File: src/sv/cacu_pkg.sv
// shared types, constants and codes of the complex arithmetic and compare unit
package cacu_pkg;

  // default number of fraction bits of the fixed-point format
  localparam int FRAC_BITS = 16;

  // quotient bits produced by the divider, and root bits produced by the square root
  localparam int NUM_ITER   = 33;
  localparam int SQRT_STEPS = 32;

  // operation codes
  localparam logic [2:0] KIND_ADD = 3'd0;
  localparam logic [2:0] KIND_SUB = 3'd1;
  localparam logic [2:0] KIND_MUL = 3'd2;
  localparam logic [2:0] KIND_DIV = 3'd3;
  localparam logic [2:0] KIND_CMP = 3'd4;

  // register port
  localparam int          ADDR_W        = 3;
  localparam logic        IDX_EPSILON   = 1'b0;
  localparam logic [15:0] EPSILON_RESET = 16'd66;

  typedef struct packed {
    logic [2:0]         kind;
    logic signed [31:0] a_re;
    logic signed [31:0] a_im;
    logic signed [31:0] b_re;
    logic signed [31:0] b_im;
  } in_item_t;

  typedef struct packed {
    logic signed [31:0] res_re;
    logic signed [31:0] res_im;
    logic               is_less;
    logic               is_equal;
    logic               is_greater;
    logic               div_zero;
    logic               saturated;
  } out_item_t;

  // one result part: sign and magnitude, plus divider state
  typedef struct packed {
    logic        neg;
    logic        ovf;
    logic [63:0] mag;
    logic [63:0] rem;
    logic [32:0] nlo;
    logic [32:0] quo;
  } lane_t;

  // square root state of one modulus
  typedef struct packed {
    logic [63:0] n;
    logic [35:0] rem;
    logic [31:0] root;
  } sqrt_t;

  // item travelling through the iteration stages
  typedef struct packed {
    logic [2:0]  kind;
    logic        dz;
    logic [63:0] d;
    lane_t       re;
    lane_t       im;
    sqrt_t       sa;
    sqrt_t       sb;
  } iter_t;

endpackage

File: src/sv/cacu_iter_stage.sv
// iteration stage: restoring divide step on both parts, sqrt step on both moduli if SqrtStep
module cacu_iter_stage #(
  parameter bit SqrtStep = 1'b1
) (
  input  logic            clk_i,
  input  logic            en_i,
  input  cacu_pkg::iter_t item_i,
  output cacu_pkg::iter_t item_o
);

  cacu_pkg::iter_t item_d, item_q;

  // one quotient bit
  function automatic cacu_pkg::lane_t div_step(input cacu_pkg::lane_t l, input logic [63:0] d);
    cacu_pkg::lane_t r;
    logic [63:0] sh;
    logic [64:0] diff;
    r    = l;
    sh   = {l.rem[62:0], l.nlo[32]};
    diff = {1'b0, sh} - {1'b0, d};
    r.nlo = {l.nlo[31:0], 1'b0};
    if (!diff[64]) begin
      r.rem = diff[63:0];
      r.quo = {l.quo[31:0], 1'b1};
    end else begin
      r.rem = sh;
      r.quo = {l.quo[31:0], 1'b0};
    end
    return r;
  endfunction

  // one root bit
  function automatic cacu_pkg::sqrt_t sqrt_step(input cacu_pkg::sqrt_t s);
    cacu_pkg::sqrt_t r;
    logic [35:0] cur;
    logic [35:0] trial;
    logic [36:0] diff;
    r     = s;
    cur   = {s.rem[33:0], s.n[63:62]};
    trial = {2'b00, s.root, 2'b01};
    diff  = {1'b0, cur} - {1'b0, trial};
    r.n   = {s.n[61:0], 2'b00};
    if (!diff[36]) begin
      r.rem  = diff[35:0];
      r.root = {s.root[30:0], 1'b1};
    end else begin
      r.rem  = cur;
      r.root = {s.root[30:0], 1'b0};
    end
    return r;
  endfunction

  // step logic
  always_comb begin
    item_d    = item_i;
    item_d.re = div_step(item_i.re, item_i.d);
    item_d.im = div_step(item_i.im, item_i.d);
    if (SqrtStep) begin
      item_d.sa = sqrt_step(item_i.sa);
      item_d.sb = sqrt_step(item_i.sb);
    end
  end

  // stage register
  always_ff @(posedge clk_i) begin
    if (en_i) begin
      item_q <= item_d;
    end
  end

  assign item_o = item_q;

endmodule

File: config.mk
export PLATFORM = sky130hd
export DESIGN_NAME = cacu_iter_stage
export DESIGN_NICKNAME = d
export VERILOG_FILES = /design/src/sv/cacu_pkg.sv /design/src/sv/cacu_iter_stage.sv
export SDC_FILE = /design/constraint.sdc
export NUM_CORES = 1
export LEC_CHECK = 0
export BUFFER_PORTS_ARGS = -buffer_cell sky130_fd_sc_hd__buf_2
export CORE_AREA = 2 2 563 565
export CTS_BUF_LIST = sky130_fd_sc_hd__clkbuf_4 sky130_fd_sc_hd__clkbuf_8 sky130_fd_sc_hd__clkbuf_16
export CTS_CLUSTER_SIZE = 20
export DETAILED_ROUTE_END_ITERATION = 8
export DIE_AREA = 0 0 565 567
export SYNTH_ARGS = -nofsm -noshare
export SYNTH_HDL_FRONTEND = slang
export SYNTH_SLANG_ARGS = --single-unit
File: constraint.sdc
create_clock -name clk_i -period 3.3 [get_ports clk_i]
set_input_delay 0.165 -clock clk_i [delete_from_list [all_inputs] [get_ports clk_i]]
set_output_delay 0.165 -clock clk_i [all_outputs]
set_load 0.02 [all_outputs]
==> results.py, run 1 <==
metrics = {
    "finish": {
        "nets": 6563,
        "largest_reg_flops": 718,
        "multi_input_area_um2": 12700,
        "final_cells": 9948,
        "areaGrowthSynthToFinish_pct": 78.1,
        "seqCellArea_um2": 21600,
        "drive_gt1_share_pct": 37.4,
        "fillers": 34366,
    },
    "critical_path": {
        "cp_slowest_cell": "dlygate4sd3_1",
        "crit_type": "in -> reg",
        "required_ns": 3.84,
        "startpoint_type": "input port",
        "crit_fanout": 5,
        "max_stage_delay_ns": 0.56,
        "end_kind": "register",
        "crit_chain": "dlygate4sd3_1, buf_2, ha_1, nand2_1, o21ai_0, a41oi_2, o221ai_1, buf_4, o2111ai_1, buf_4, a2111oi_2, buf_4, o311ai_1, buf_4, o2bb2ai_1, xor2_1, a21oi_1",
        "cp_common_cell": "buf_4",
        "cp.arrival_ns": 3.78,
    },
    "global_route": {
        "grt_use_total_pct": 17.4,
        "grt_overflow": 0,
        "grt_pass1_wl_um": 363000,
        "grt_start_max_net_pins": 82,
        "grt_pass1_vias": 36240,
        "antenna_found_initial": 219,
    },
    "sta": {
        "tightest_slew_ns": 0.860,
        "setup_ws_ns": 0.0659,
        "max_freq_ghz": 0.309,
        "relSlewSlack_pct": 41.9,
        "finalSetupTns_ns": 0,
        "post-route-period-util_pct": 98.0,
        "fin_crit_ns": 3.23,
        "setup_viol": 0,
        "hold_violations": 5,
        "timing.hold.ws_ns": -0.371,
        "maxSlewViolCount": 0,
    },
    "routing": {
        "drtAntennaViolNets": 0,
        "first_iter_violations": 2743,
        "drcViolationCount": 0,
        "wl_um": 291000,
        "vias": 36449,
        "routedWlPerCell_um": 29.2,
        "firstDrtPassIters": 5,
        "viasPerCell": 3.66,
    },
    "power": {
        "combinationalPowerShare_pct": 28.1,
        "intPower_w": 0.0209,
        "swShare_pct": 33.9,
        "p_leak_nw": 26.5,
        "power.share.clock_pct": 35.5,
        "seq_power_share_pct": 36.4,
        "ir_drop_uv": 394,
        "p_switching_w": 0.0107,
        "power_density_nw_per_um2": 503,
        "p_total_w": 0.0317,
    },
    "flow_run": {
        "cap_violations": 0,
    },
    "synthesis": {
        "synth_seq_cells": 718,
        "yosys_warnings": 0,
        "synth_cells": 2914,
        "ys_types": 92,
        "yosys.area.top_type": "edfxtp_1",
        "synth_area_leaders": "edfxtp_1, ha_1, a21oi_1, xnor2_1, nor2_1",
        "postSynthAreaPerCell_um2": 12.1,
        "synth-edff-count": 718,
        "ys.flop_type": "edfxtp_1",
        "synth_top_cells_by_count": "edfxtp_1, a21oi_1, nor2_1",
        "synth.most_common_cell": "edfxtp_1",
        "synth-async-reset-ratio_pct": 0,
        "ys_seq_area_share_pct": 61.0,
        "synthesis.area_um2": 35400,
        "synth_top_area_share_pct": 61.0,
    },
    "placement": {
        "io_buffers": 1435,
        "place_ws_ns": -0.555,
        "hpwlAfterDp_um": 252000,
        "dpl.cell_count": 8851,
        "globalplace.congestion": 1.03,
    },
    "clock_tree": {
        "htreeDepth": 3,
        "clock-sinks": 718,
        "root_buffer": "clkbuf_16",
        "clock_path_buffers": 4,
        "postCtsSetupBuffers": 0,
        "cts_tree": "built",
        "cts.clk_slew.worst_paths_ns": 0.06,
        "cts_buffers": 101,
    },
    "floorplan": {
        "initial_core_util_pct": 11.3,
        "ioPinCount": 1450,
        "coreArea_um2": 314000,
        "die_h_um": 567,
        "fp-row-count": 206,
        "die_w_um": 565,
        "die_area_um2": 320000,
    },
    "worst_hold_path": {
        "min_path_type": "in -> reg",
    },
    "status": {
        "violations": "hold timing",
        "outcome": "complete, but fails checks",
    },
}
## final timing paths
check | start | end | slack, ns | cells after the start
setup / recovery | item_i[340] | item_o[391] | 0.07 | 17
hold / removal | item_i[656] | item_o[656] | -0.37 | 1
## power groups by stage
stage	sequential, W	combinational (W)	clock [W]
after floorplan	0.0128	0.00237	0
after global placement	0.0117	0.00785	0
after detailed placement	0.0117	0.00782	0
after CTS	0.0116	0.00893	0.0117
after global routing	0.0116	0.00950	0.0119
final	0.0115	0.00891	0.0112
## metal layers
layer | GRT usage, % | part of all wire, % | routed length, um | vias to the layer above
li1 | - | - | - | 16417
met1 | 20.5 | 40 | 116000 | 17539
met2 | 27.3 | 43 | 126000 | 1966
met3 | 7.95 | 12 | 33900 | 493
met4 | 6.80 | 4.7 | 13800 | 34
met5 | 0 | 0.080 | 232 | -
## area by class of cell
class	instances	area share, %
Antenna cell	66	0.262
Clock buffer	112	4.17
Clock inverter	72	1.10
Inverter	197	1.18
Multi-Input combinational cell	1894	20.2
Sequential cell	718	34.2
Tap cell	4160	8.27
Timing Repair Buffer	2729	30.6
## cells by family after synthesis
logic type | after synthesis | share of synthesized area [%]
compound gates | 832 | 14.6
xor+xnor | 176 | 4.36
fa+ha+maj | 196 | 6.98
buf+inv | 307 | 3.58
flops | 718 | 61.0
mux | 35 | 1.10
other cells | 1 | 0.0106
simple gates | 649 | 8.37
## placed cells by master (no fill, tap or decap), types with 20 or more instances in the layout
master / synthesis / layout
edfxtp_1: 718 / 718
buf_4: 16 / 427
and3_1: 20 / 20
a21oi_1: 336 / 330
nand3_1: 41 / 41
nor2_1: 230 / 229
buf_12: 0 / 20
o21bai_1: 41 / 41
clkinv_2: 0 / 21
nand4_1: 45 / 45
xnor2_1: 108 / 108
o21a_1: 22 / 22
mux2_2: 28 / 28
dlygate4sd3_1: 0 / 846
diode_2: 0 / 66
a31oi_1: 21 / 20
clkbuf_16: 0 / 102
nand2_1: 195 / 194
inv_1: 194 / 194
nand2b_1: 26 / 26
o21ai_0: 162 / 159
ha_1: 194 / 192
buf_2: 24 / 1434
xor2_1: 68 / 68
a21o_1: 87 / 87
nor3_1: 23 / 22
## critical path: cells and delay by family
family / cells / cell delay, ns
AO/OA/AOI/OAI: 8 / 1.52
XOR/XNOR: 1 / 0.16
adder cells (fa/ha/maj): 1 / 0.38
buffers and inverters: 6 / 1.46
AND/OR/NAND/NOR: 1 / 0.09
## through the flow
step,cell area [um2],utilization [%]
final,63000,20.1
after global routing,62900,20.0
after CTS,62700,20.0
after detailed placement,50900,16.2
after global placement,50900,16.2
after floorplan,35400,-
## timing repair
item                                    in CTS  in global routing
resized for setup                            0                 29
endpoints found under the setup margin       0                118
hold endpoints to repair                   743                  6
hold buffers                               846                  1
(Power assumes the default switching activity.)
==> inputs of run 2 (changes only) <==
--- a/config.mk
+++ b/config.mk
@@ -6,11 +6,14 @@
 export NUM_CORES = 1
 export LEC_CHECK = 0
 export BUFFER_PORTS_ARGS = -buffer_cell sky130_fd_sc_hd__buf_2
-export CORE_AREA = 2 2 563 565
+export CELL_PAD_IN_SITES_DETAIL_PLACEMENT = 0
+export CELL_PAD_IN_SITES_GLOBAL_PLACEMENT = 1
+export CORE_AREA = 2 2 569 571
 export CTS_BUF_LIST = sky130_fd_sc_hd__clkbuf_4 sky130_fd_sc_hd__clkbuf_8 sky130_fd_sc_hd__clkbuf_16
 export CTS_CLUSTER_SIZE = 20
 export DETAILED_ROUTE_END_ITERATION = 8
-export DIE_AREA = 0 0 565 567
+export DIE_AREA = 0 0 571 573
+export PLACE_DENSITY_LB_ADDON = 0.1
 export SYNTH_ARGS = -nofsm -noshare
 export SYNTH_HDL_FRONTEND = slang
 export SYNTH_SLANG_ARGS = --single-unit
==> results.py, run 2 (same netlist as run 1, synthesis figures left out) <==
metrics = {
    "critical_path": {
        "crit_type": "in -> reg",
        "startpoint_type": "input port",
        "end_kind": "register",
        "cp.arrival_ns": 3.83,
        "crit_fanout": 38,
        "required_ns": 3.90,
    },
    "sta": {
        "maxSlewViolCount": 0,
        "hold_violations": 4,
        "post-route-period-util_pct": 98.1,
        "setup_ws_ns": 0.0638,
        "max_freq_ghz": 0.309,
        "tightest_slew_ns": 0.733,
        "fin_crit_ns": 3.24,
        "timing.hold.ws_ns": -0.349,
        "relSlewSlack_pct": 51.1,
        "setup_viol": 0,
    },
    "global_route": {
        "grt_start_max_net_pins": 87,
        "grt_use_total_pct": 14.5,
        "antenna_found_initial": 98,
        "grt_pass1_wl_um": 329000,
        "grt_overflow": 0,
        "grt_pass1_vias": 38051,
    },
    "routing": {
        "first_iter_violations": 1642,
        "drcViolationCount": 0,
        "viasPerCell": 3.45,
        "routedWlPerCell_um": 23.8,
        "wl_um": 247000,
        "drtAntennaViolNets": 0,
        "firstDrtPassIters": 5,
        "vias": 35707,
    },
    "finish": {
        "areaGrowthSynthToFinish_pct": 87.7,
        "nets": 6868,
        "mostFrequentLayoutCells": "buf_2, dlygate4sd3_1, edfxtp_1, buf_4, a21oi_1",
        "drive_gt1_share_pct": 37.9,
        "final_cells": 10362,
        "largest_reg_flops": 718,
        "fillers": 35337,
        "final_common_cell": "buf_2",
    },
    "worst_hold_path": {
        "holdPathStages": 2,
        "min_path_type": "in -> reg",
    },
    "placement": {
        "dpl.cell_count": 9104,
        "globalplace.congestion": 0.803,
        "io_buffers": 1435,
        "hpwlAfterDp_um": 208000,
        "place_ws_ns": -0.578,
    },
    "clock_tree": {
        "root_buffer": "clkbuf_16",
        "cts_buffers": 111,
        "cts.clk_slew.worst_paths_ns": 0.06,
        "cts_tree": "built",
        "clock_path_buffers": 4,
        "htreeDepth": 3,
        "clock-sinks": 718,
    },
    "power": {
        "power.share.clock_pct": 37.3,
        "p_leak_nw": 28.0,
        "power_density_nw_per_um2": 489,
        "combinationalPowerShare_pct": 27.1,
        "swShare_pct": 32.5,
        "seq_power_share_pct": 35.6,
        "intPower_w": 0.0219,
        "p_switching_w": 0.0105,
        "ir_drop_uv": 436,
    },
    "floorplan": {
        "initial_core_util_pct": 11.0,
        "die_w_um": 571,
        "fp-row-count": 208,
        "coreArea_um2": 320000,
        "ioPinCount": 1450,
        "die_area_um2": 327000,
        "die_h_um": 573,
    },
    "status": {
        "outcome": "complete, but fails checks",
        "violations": "hold timing",
    },
    "flow_run": {
        "cap_violations": 0,
    },
}
[run 2: changes by cell type in the layout (fill, tap and decap cells not counted), moves of 9 or more]
cell           before   now
diode_2            66    27
o21ai_1            10    21
buf_4             427   528
clkbuf_4           10    22
buf_12             20    29
o21ai_0           159   146
dlygate4sd3_1     846  1030
clkbuf_16         102   113
[run 2: final timing paths]
check        start          end  slack [ns]
min    item_i[657]  item_o[657]       -0.35
max    item_i[332]  item_o[331]        0.06
[run 2: area by class of cell]
class,instances,area [um2],share of cell area [%]
inverter,197,742,1.12
clock buffer,133,2940,4.43
clock inverter,64,656,0.988
sequential,718,21600,32.5
timing repair buffer,3024,22100,33.3
multi-input combinational,1894,12900,19.4
antenna,27,67.6,0.102
tap,4305,5390,8.12
[run 2: power groups by stage]
stage,Clock (W),Combinational (W),Sequential (W)
after floorplan,0,0.00237,0.0128
after global placement,0,0.00790,0.0118
after detailed placement,0,0.00780,0.0117
after CTS,0.0127,0.00895,0.0116
after global routing,0.0129,0.00953,0.0116
final,0.0121,0.00879,0.0115
[run 2: repair_timing]
| item | CTS | global route |
|---|---|---|
| hold buffers | 1020 | 13 |
| gates resized for setup | 0 | 72 |
| endpoints found under the setup margin | 0 | 105 |
| buffers inserted | 0 | 4 |
| endpoints found under the hold margin | 779 | 15 |
[run 2: worst max-delay path, stage by stage]
cell and delay [ns]:
buf_2 0.09, dlygate4sd3_1 0.63, ha_4 0.28, buf_4 0.14
o211ai_1 0.20, a21oi_2 0.05, buf_4 0.15, o211ai_1 0.28
a21o_2 0.29, o21ai_1 0.09, buf_4 0.17, o21ba_2 0.29
a21oi_2 0.22, nand2_4 0.08, buf_12 0.16, buf_4 0.26
nor2_1 0.11, a21oi_1 0.05
[run 2: per-layer routing]
layer	global-route usage [%]	part of all wire, %	up-vias	wire [um]
li1	-	-	16939	-
met1	17.6	42	17289	104000
met2	25.6	49	1129	122000
met3	3.26	5.9	312	14600
met4	3.77	2.8	38	6820
met5	0	0.10	-	246
[run 2: stage by stage]
step                      utilization (%)  total power (W)  hold WS (ns)  cell area [um2]  TNS [ns]
final                                20.7           0.0324        -0.349            66400         0
after global routing                 20.7           0.0341        -0.406            66300  -0.00512
after CTS                            20.5           0.0332        -0.609            65800         0
after detailed placement             16.2           0.0195         0.343            52000    -57.46
after global placement               16.2           0.0197         0.343            52000    -56.20
after floorplan                         -           0.0151         0.264            35400         0
